File: src/hw/rtl/grpm_pkg.sv
package grpm_pkg;

    localparam int CMD_W     = 2;
    localparam int SAMPLE_W  = 24;
    localparam int CHAN_W    = 5;
    localparam int KIND_W    = 2;
    localparam int IDX_W     = 6;
    localparam int PEAK_W    = 23;
    localparam int CFG_W     = 17;
    localparam int CFG_IDX_W = 2;
    localparam int CCNT_W    = 6;
    localparam int FRAMES_W  = 16;
    localparam int TGT_W     = 17;
    localparam int GAIN_W    = 33;
    localparam int STEP_W    = 34;
    localparam int PLO_W     = 40;
    localparam int PHI_W     = 41;

    localparam int HISTORY_DEPTH_DEF = 256;
    localparam int SEARCH_SPAN_DEF   = 128;
    localparam int TRACE_POINTS_DEF  = 64;
    localparam int MAX_CHANNELS      = 32;

    localparam logic [CMD_W-1:0] CMD_START  = 2'd0;
    localparam logic [CMD_W-1:0] CMD_SAMPLE = 2'd1;
    localparam logic [CMD_W-1:0] CMD_END    = 2'd2;

    localparam logic [KIND_W-1:0] KIND_SAMPLE = 2'd0;
    localparam logic [KIND_W-1:0] KIND_PEAK   = 2'd1;
    localparam logic [KIND_W-1:0] KIND_TRACE  = 2'd2;

    localparam logic [CFG_IDX_W-1:0] CFG_CHAN_CNT    = 2'd0;
    localparam logic [CFG_IDX_W-1:0] CFG_RAMP_FRAMES = 2'd1;
    localparam logic [CFG_IDX_W-1:0] CFG_TARGET_GAIN = 2'd2;
    localparam logic [CFG_IDX_W-1:0] CFG_SCOPE_EN    = 2'd3;

    localparam logic [TGT_W-1:0]    UNITY_Q16        = 17'h10000;
    localparam logic [PEAK_W-1:0]   PEAK_MAX         = 23'h7FFFFF;
    localparam logic [CCNT_W-1:0]   CHAN_CNT_RST     = 6'd2;
    localparam logic [FRAMES_W-1:0] RAMP_FRAMES_RST  = 16'd240;

    typedef struct packed {
        logic clr_wr;
        logic start_blk;
        logic div_start;
        logic div_take;
        logic take_sample;
        logic mul_lo;
        logic mul_hi;
        logic fin;
        logic emit_sample;
        logic emit_peak;
        logic srch_init;
        logic mem_rd;
        logic srch_step;
        logic tr_load;
    } t_dp_cmd;

    typedef struct packed {
        logic clr_last;
        logic gain_chg;
        logic scope;
        logic div_busy;
        logic out_free;
        logic srch_first;
        logic srch_hit;
        logic srch_end;
        logic tr_last;
    } t_dp_stat;

endpackage

File: src/hw/rtl/grpm_ctrl.sv
module grpm_ctrl (
    input  logic                       i_clk,
    input  logic                       i_rst_n,
    input  logic                       i_in_valid,
    input  logic [grpm_pkg::CMD_W-1:0] i_in_cmd,
    input  grpm_pkg::t_dp_stat         i_stat,
    output logic                       o_in_ready,
    output grpm_pkg::t_dp_cmd          o_cmd
);
    import grpm_pkg::*;

    typedef enum logic [11:0] {
        ST_CLEAR = 12'b000000000001,
        ST_IDLE  = 12'b000000000010,
        ST_DIV   = 12'b000000000100,
        ST_MLO   = 12'b000000001000,
        ST_MHI   = 12'b000000010000,
        ST_FIN   = 12'b000000100000,
        ST_EMIT  = 12'b000001000000,
        ST_PEAK  = 12'b000010000000,
        ST_SA    = 12'b000100000000,
        ST_SB    = 12'b001000000000,
        ST_TA    = 12'b010000000000,
        ST_TB    = 12'b100000000000
    } t_state;

    t_state r_state;
    t_state n_state;

    always_ff @(posedge i_clk) begin
        if (!i_rst_n) r_state <= ST_CLEAR;
        else          r_state <= n_state;
    end

    always_comb begin
        n_state = r_state;
        o_cmd   = '0;
        case (r_state)
            ST_CLEAR: begin
                o_cmd.clr_wr = 1'b1;
                if (i_stat.clr_last) n_state = ST_IDLE;
            end
            ST_IDLE: begin
                if (i_in_valid) begin
                    case (i_in_cmd)
                        CMD_START: begin
                            o_cmd.start_blk = 1'b1;
                            if (i_stat.gain_chg) begin
                                o_cmd.div_start = 1'b1;
                                n_state         = ST_DIV;
                            end
                        end
                        CMD_SAMPLE: begin
                            o_cmd.take_sample = 1'b1;
                            n_state           = ST_MLO;
                        end
                        CMD_END: begin
                            if (i_stat.scope) begin
                                o_cmd.srch_init = 1'b1;
                                n_state         = ST_SA;
                            end else begin
                                n_state = ST_PEAK;
                            end
                        end
                        default: ;
                    endcase
                end
            end
            ST_DIV: begin
                if (!i_stat.div_busy) begin
                    o_cmd.div_take = 1'b1;
                    n_state        = ST_IDLE;
                end
            end
            ST_MLO: begin
                o_cmd.mul_lo = 1'b1;
                n_state      = ST_MHI;
            end
            ST_MHI: begin
                o_cmd.mul_hi = 1'b1;
                n_state      = ST_FIN;
            end
            ST_FIN: begin
                o_cmd.fin = 1'b1;
                n_state   = ST_EMIT;
            end
            ST_EMIT: begin
                if (i_stat.out_free) begin
                    o_cmd.emit_sample = 1'b1;
                    n_state           = ST_IDLE;
                end
            end
            ST_PEAK: begin
                if (i_stat.out_free) begin
                    o_cmd.emit_peak = 1'b1;
                    n_state         = ST_IDLE;
                end
            end
            ST_SA: begin
                o_cmd.mem_rd = 1'b1;
                n_state      = ST_SB;
            end
            ST_SB: begin
                o_cmd.srch_step = 1'b1;
                if (!i_stat.srch_first && (i_stat.srch_hit || i_stat.srch_end))
                    n_state = ST_TA;
                else
                    n_state = ST_SA;
            end
            ST_TA: begin
                o_cmd.mem_rd = 1'b1;
                n_state      = ST_TB;
            end
            ST_TB: begin
                if (i_stat.out_free) begin
                    o_cmd.tr_load = 1'b1;
                    n_state       = i_stat.tr_last ? ST_IDLE : ST_TA;
                end
            end
            default: n_state = ST_IDLE;
        endcase
    end

    assign o_in_ready = r_state == ST_IDLE;
endmodule

File: config.mk
export PLATFORM = sky130hd
export DESIGN_NAME = grpm_ctrl
export DESIGN_NICKNAME = d
export VERILOG_FILES = /design/src/hw/rtl/grpm_pkg.sv /design/src/hw/rtl/grpm_ctrl.sv
export SDC_FILE = /design/constraint.sdc
export NUM_CORES = 1
export LEC_CHECK = 0
export ABC_AREA = 1
export CAP_MARGIN = 15
export CORE_MARGIN = 1.5
export CORE_UTILIZATION = 35
export CTS_CLUSTER_DIAMETER = 150
export DETAILED_ROUTE_END_ITERATION = 8
export DONT_BUFFER_PORTS = 1
export PLACE_DENSITY = 0.57
export SYNTH_ARGS = -nofsm -noshare
export SYNTH_HDL_FRONTEND = slang
export SYNTH_SLANG_ARGS = --single-unit
File: constraint.sdc
create_clock -name i_clk -period 1.8 [get_ports i_clk]
set_clock_uncertainty 0.1 [all_clocks]
set_input_delay 0.18 -clock i_clk [delete_from_list [all_inputs] [get_ports i_clk]]
set_output_delay 0.18 -clock i_clk [all_outputs]
set_load 0.01 [all_outputs]
Yosys cells after proc, flatten, opt, wreduce, memory -nomap -nowiden
Index checks and enable logic that the tools add are counted.
- bits in registers: 12
- bits of input ports: 14
- word-level logic and storage cells: 63
- output and inout port bits: 15
- reduce and logical (&&, ||, !) cells: 7
- mux-type cells: 34
- eq/ne operators: 21
- operators by type and width (kind ; count):
    12-bit one-hot mux with 11 select lines ; 1
    12-bit two-way mux ; 6
    12-bit one-hot mux with 3 select lines ; 1
    11-bit two-way mux ; 2
    1-bit two-way mux ; 20
    12-bit by 1-bit == test with 1-bit output (second input constant) ; 1
    12-bit by 10-bit == test with 1-bit output (second input constant) ; 1
    12-bit by 11-bit == test with 1-bit output (second input constant) ; 1
    12-bit == test (second input constant) ; 1
    12-bit by 2-bit == test with 1-bit output (second input constant) ; 1
    12-bit by 3-bit == test with 1-bit output (second input constant) ; 1
    12-bit by 4-bit == test with 1-bit output (second input constant) ; 1
    12-bit by 5-bit == test with 1-bit output (second input constant) ; 1
    12-bit by 6-bit == test with 1-bit output (second input constant) ; 1
    12-bit by 7-bit == test with 1-bit output (second input constant) ; 1
    12-bit by 8-bit == test with 1-bit output (second input constant) ; 1
    12-bit by 9-bit == test with 1-bit output (second input constant) ; 1
    9-bit two-way mux ; 1
    2-bit inequality test (second input constant) ; 4
    7-bit AND reduction ; 1
    2-bit two-way mux ; 3
    4-bit by 1-bit inequality test with 1-bit output (second input constant) ; 1
    2-bit OR reduction ; 2
    3-bit inequality test (second input constant) ; 1
    other kinds (7) ; 7

Logic depth before layout (Yosys ltp)
- word-level depth: 4
- depth in mapped cells: 12
- gate-level depth less buffers: 12

Worst setup path after synthesis
No wires, ideal clock.
- path type: reg-to-output
- from: register r_state[4]
- to: output port o_cmd[11] (netlist name)
- arrival: 1.229 ns
- slack: 0.291 ns
- stages on the path, launching flop included: 8
- path buffers: 0
- required time: 1.520 ns
- cell sequence: dfxtp_1 nor2_2 nand2_2 nor2_4 nand2_1 inv_2 nand2_1 nor3_1
- RTL lines (element ; RTL line ; RTL):
    from (decl) ; grpm_ctrl.sv:27 ; t_state r_state;
    from (signal assigned) ; grpm_ctrl.sv:32 ; else r_state <= n_state;
    to (decl) ; grpm_ctrl.sv:8 ; output grpm_pkg::t_dp_cmd o_cmd

==> impl_metrics.env <==
export IMPL_antenna_left=0
export IMPL_switching_share_pct=47.1
export IMPL_diodes=0
export IMPL_grt_pass1_wl_um=4030
export IMPL_synth_seq_cells=12
export IMPL_port_buffers=0
export IMPL_period_share_pct=95.2
export IMPL_largest_register_ffs=12
export IMPL_fmax_ghz=0.583
export IMPL_track_usage_pct=16.1
export IMPL_p_per_area_nw_per_um2=934
export IMPL_cp_data_required_time_ps=1520
export IMPL_hpwl_um=1840
export IMPL_cap_viol_max_count=0
export IMPL_syn2layout_area_growth_pct=19.8
export IMPL_setup_worst_path_start_class="register"
export IMPL_synth_top_cell_area_share_pct=24.1
export IMPL_ctsHtreeMaxLevel=1
export IMPL_status="completed"
export IMPL_cts_reportedPaths_clkPinSlew_ps=70
export IMPL_die_area_um2=3180
export IMPL_hp_class="in2reg"
export IMPL_clk_path_buf_depth=2
export IMPL_clock_power_share_pct=15.1
export IMPL_num_vias=1067
export IMPL_yosysMostFrequentCell="nand2_1"
export IMPL_worstPathArrival_ps=1430
export IMPL_synth_area_um2=997
export IMPL_syn_avg_cell_area_um2=5.70
export IMPL_rows=19
export IMPL_drc=0
export IMPL_synthCells=175
export IMPL_largestRegisters="r_state (12)"
export IMPL_drive_gt1_share_pct=23.7
export IMPL_boundaryPins=29
export IMPL_ir_worst_vdd_v=0.000507
export IMPL_p_sw_w=0.000525
export IMPL_placedCellCount=208
export IMPL_nNetsFinal=206
export IMPL_p_seq_share_pct=29.9
export IMPL_whs_path_depth=3
export IMPL_cts_tree="done"
export IMPL_r2r_cells=11
export IMPL_slew_viol_final=0
export IMPL_ys_types=18
export IMPL_power_leakage_nw=0.652
export IMPL_stdcell_count=217
export IMPL_via_per_inst=4.92
export IMPL_ys_warn_count=0
export IMPL_clk_latency_ps=270
export IMPL_cts_sinks=12
export IMPL_synth_edf_count=0
export IMPL_core_area_um2=2730
export IMPL_die_w_um=56.4
export IMPL_max_slew_margin_pct=69.2
export IMPL_clock_root_buffer="clkbuf_4"
export IMPL_min_period_ps=1710
export IMPL_gr_total_overflow=0
export IMPL_tightestPinTransition_ps=461
export IMPL_syn_num_nets=193
export IMPL_end_kind="primary output"
export IMPL_reg2reg_slack_ps=150
export IMPL_start_util_pct=36.5
export IMPL_p_int_w=0.000591
export IMPL_drt_iter0_markers=28
export IMPL_worst_setup_path_type="reg2out"
export IMPL_wirelength_um=2550
export IMPL_grt_max_degree=12
export IMPL_regMostFlops="r_state"
export IMPL_cts_inserted_buffers=3
export IMPL_combPwrFrac_pct=55.0
export IMPL_worst_path_max_fanout=5
export IMPL_grt_pass1_vias=991
export IMPL_first_pass_iters=4
export IMPL_synth_top_cells_by_count="41 x nand2_1, 36 x inv_1, 34 x nor2_1"
export IMPL_detail_route_wl_per_cell_um=11.7
export IMPL_gp_congestion=0.750
export IMPL_finalSetupViolations=0
export IMPL_synthArstFlopShare_pct=0
export IMPL_finish_utilization_pct=43.7
export IMPL_antenna_found_initial=0
export IMPL_hold_viol_final=0
export IMPL_synth_ff_type="dfxtp_1"
export IMPL_die_height_um=56.4
export IMPL_yosys_area_top_type="dfxtp_1"
export IMPL_synthTopCellsByArea="dfxtp_1 24%, nand2_1 15%, inv_1 14%"
export IMPL_seq_area_frac_synth_pct=24.1
through the flow:
step	hold WS (ps)	worst slack, ps	instance area (µm²)	power [W]	setup TNS [ps]
6_report	23.5	86.1	1190	0.00112	0
3_3_place_gp	158	188	1050	0.000834	0
3_5_place_dp	165	174	1050	0.000837	0
5_1_grt	38.9	-3.16	1190	0.00120	-3.16
2_1_floorplan	212	291	997	0.000749	0
4_1_cts	19.1	18.7	1120	0.00105	0
final timing paths:
kind / start / end
max reg2reg: r_state[6] / r_state[3]
min reg2reg: r_state[6] / r_state[6]
min: i_stat[0] / r_state[10]
max: r_state[2] / o_cmd[3]
cells by family (layout without fill, tap and decap cells):
| logic type | after synthesis | count (layout) | synth area share (%) |
|---|---|---|---|
| DFF | 12 | 12 | 24.1 |
| and+or+nand+nor | 113 | 113 | 52.6 |
| AOI/OAI and AO/OA | 7 | 7 | 3.51 |
| buffers and inverters | 39 | 50 | 14.8 |
| adders and majority gates | 4 | 4 | 5.02 |
final cells by class:
cell class              instances  area [µm²]
clock buffers                   3        22.5
multi-input cells             124         676
inverters                      38         145
fillers                       302        1540
repair buffers                  9        70.1
well taps                      31        38.8
flip-flops and latches         12         243
placed cells by master, fill, tap and decap left out:
cell | Yosys | routed
nor2_4 | 4 | 6
buf_4 | 0 | 8
nand3_1 | 17 | 16
nand2_1 | 41 | 37
ha_1 | 4 | 4
nor3_2 | 0 | 1
nor3_1 | 4 | 2
dlygate4sd3_1 | 0 | 1
nor4_1 | 1 | 1
clkbuf_4 | 0 | 3
nand3_2 | 1 | 2
nand3b_1 | 2 | 2
nor2_2 | 2 | 8
inv_4 | 0 | 1
a21oi_1 | 3 | 3
nor2_1 | 34 | 26
nand2_4 | 1 | 2
dfxtp_1 | 12 | 10
dfxtp_2 | 0 | 2
o21ai_0 | 4 | 4
nor3_4 | 0 | 1
inv_1 | 36 | 36
inv_2 | 2 | 1
nand2_2 | 6 | 9
timing repair:
action / 4_1_cts / 5_1_grt
hold endpoints to repair: 12 / 0
setup buffers: 3 / 2
setup endpoints to repair: 5 / 16
pin swaps: 4 / 7
hold buffers: 1 / 0
resized for setup: 4 / 18
per-layer routing:
layer / share of wire, % / track usage (%)
met1: 42 / 19.3
met2: 51 / 26.7
met3: 5.9 / 4.38
met4: 1.6 / 7.48
met5: 0 / 0
power groups by stage:
stage	Sequential, W	Clock [W]	Combinational, W
global route	0.000338	0.000186	0.000679
global placement	0.000332	0	0.000502
detailed placement	0.000334	0	0.000503
CTS	0.000328	0.000171	0.000553
finish	0.000334	0.000168	0.000614
floorplan	0.000328	0	0.000422
critical path, stage by stage, from the launching register on:
cell and delay [ps]:
dfxtp_1 320, inv_1 130, nand2_2 90, nor2_2 170
nand2_2 100, inv_4 110, nand3_2 100, nor2_4 150
Note: power is estimated with default switching activity, not from simulation.
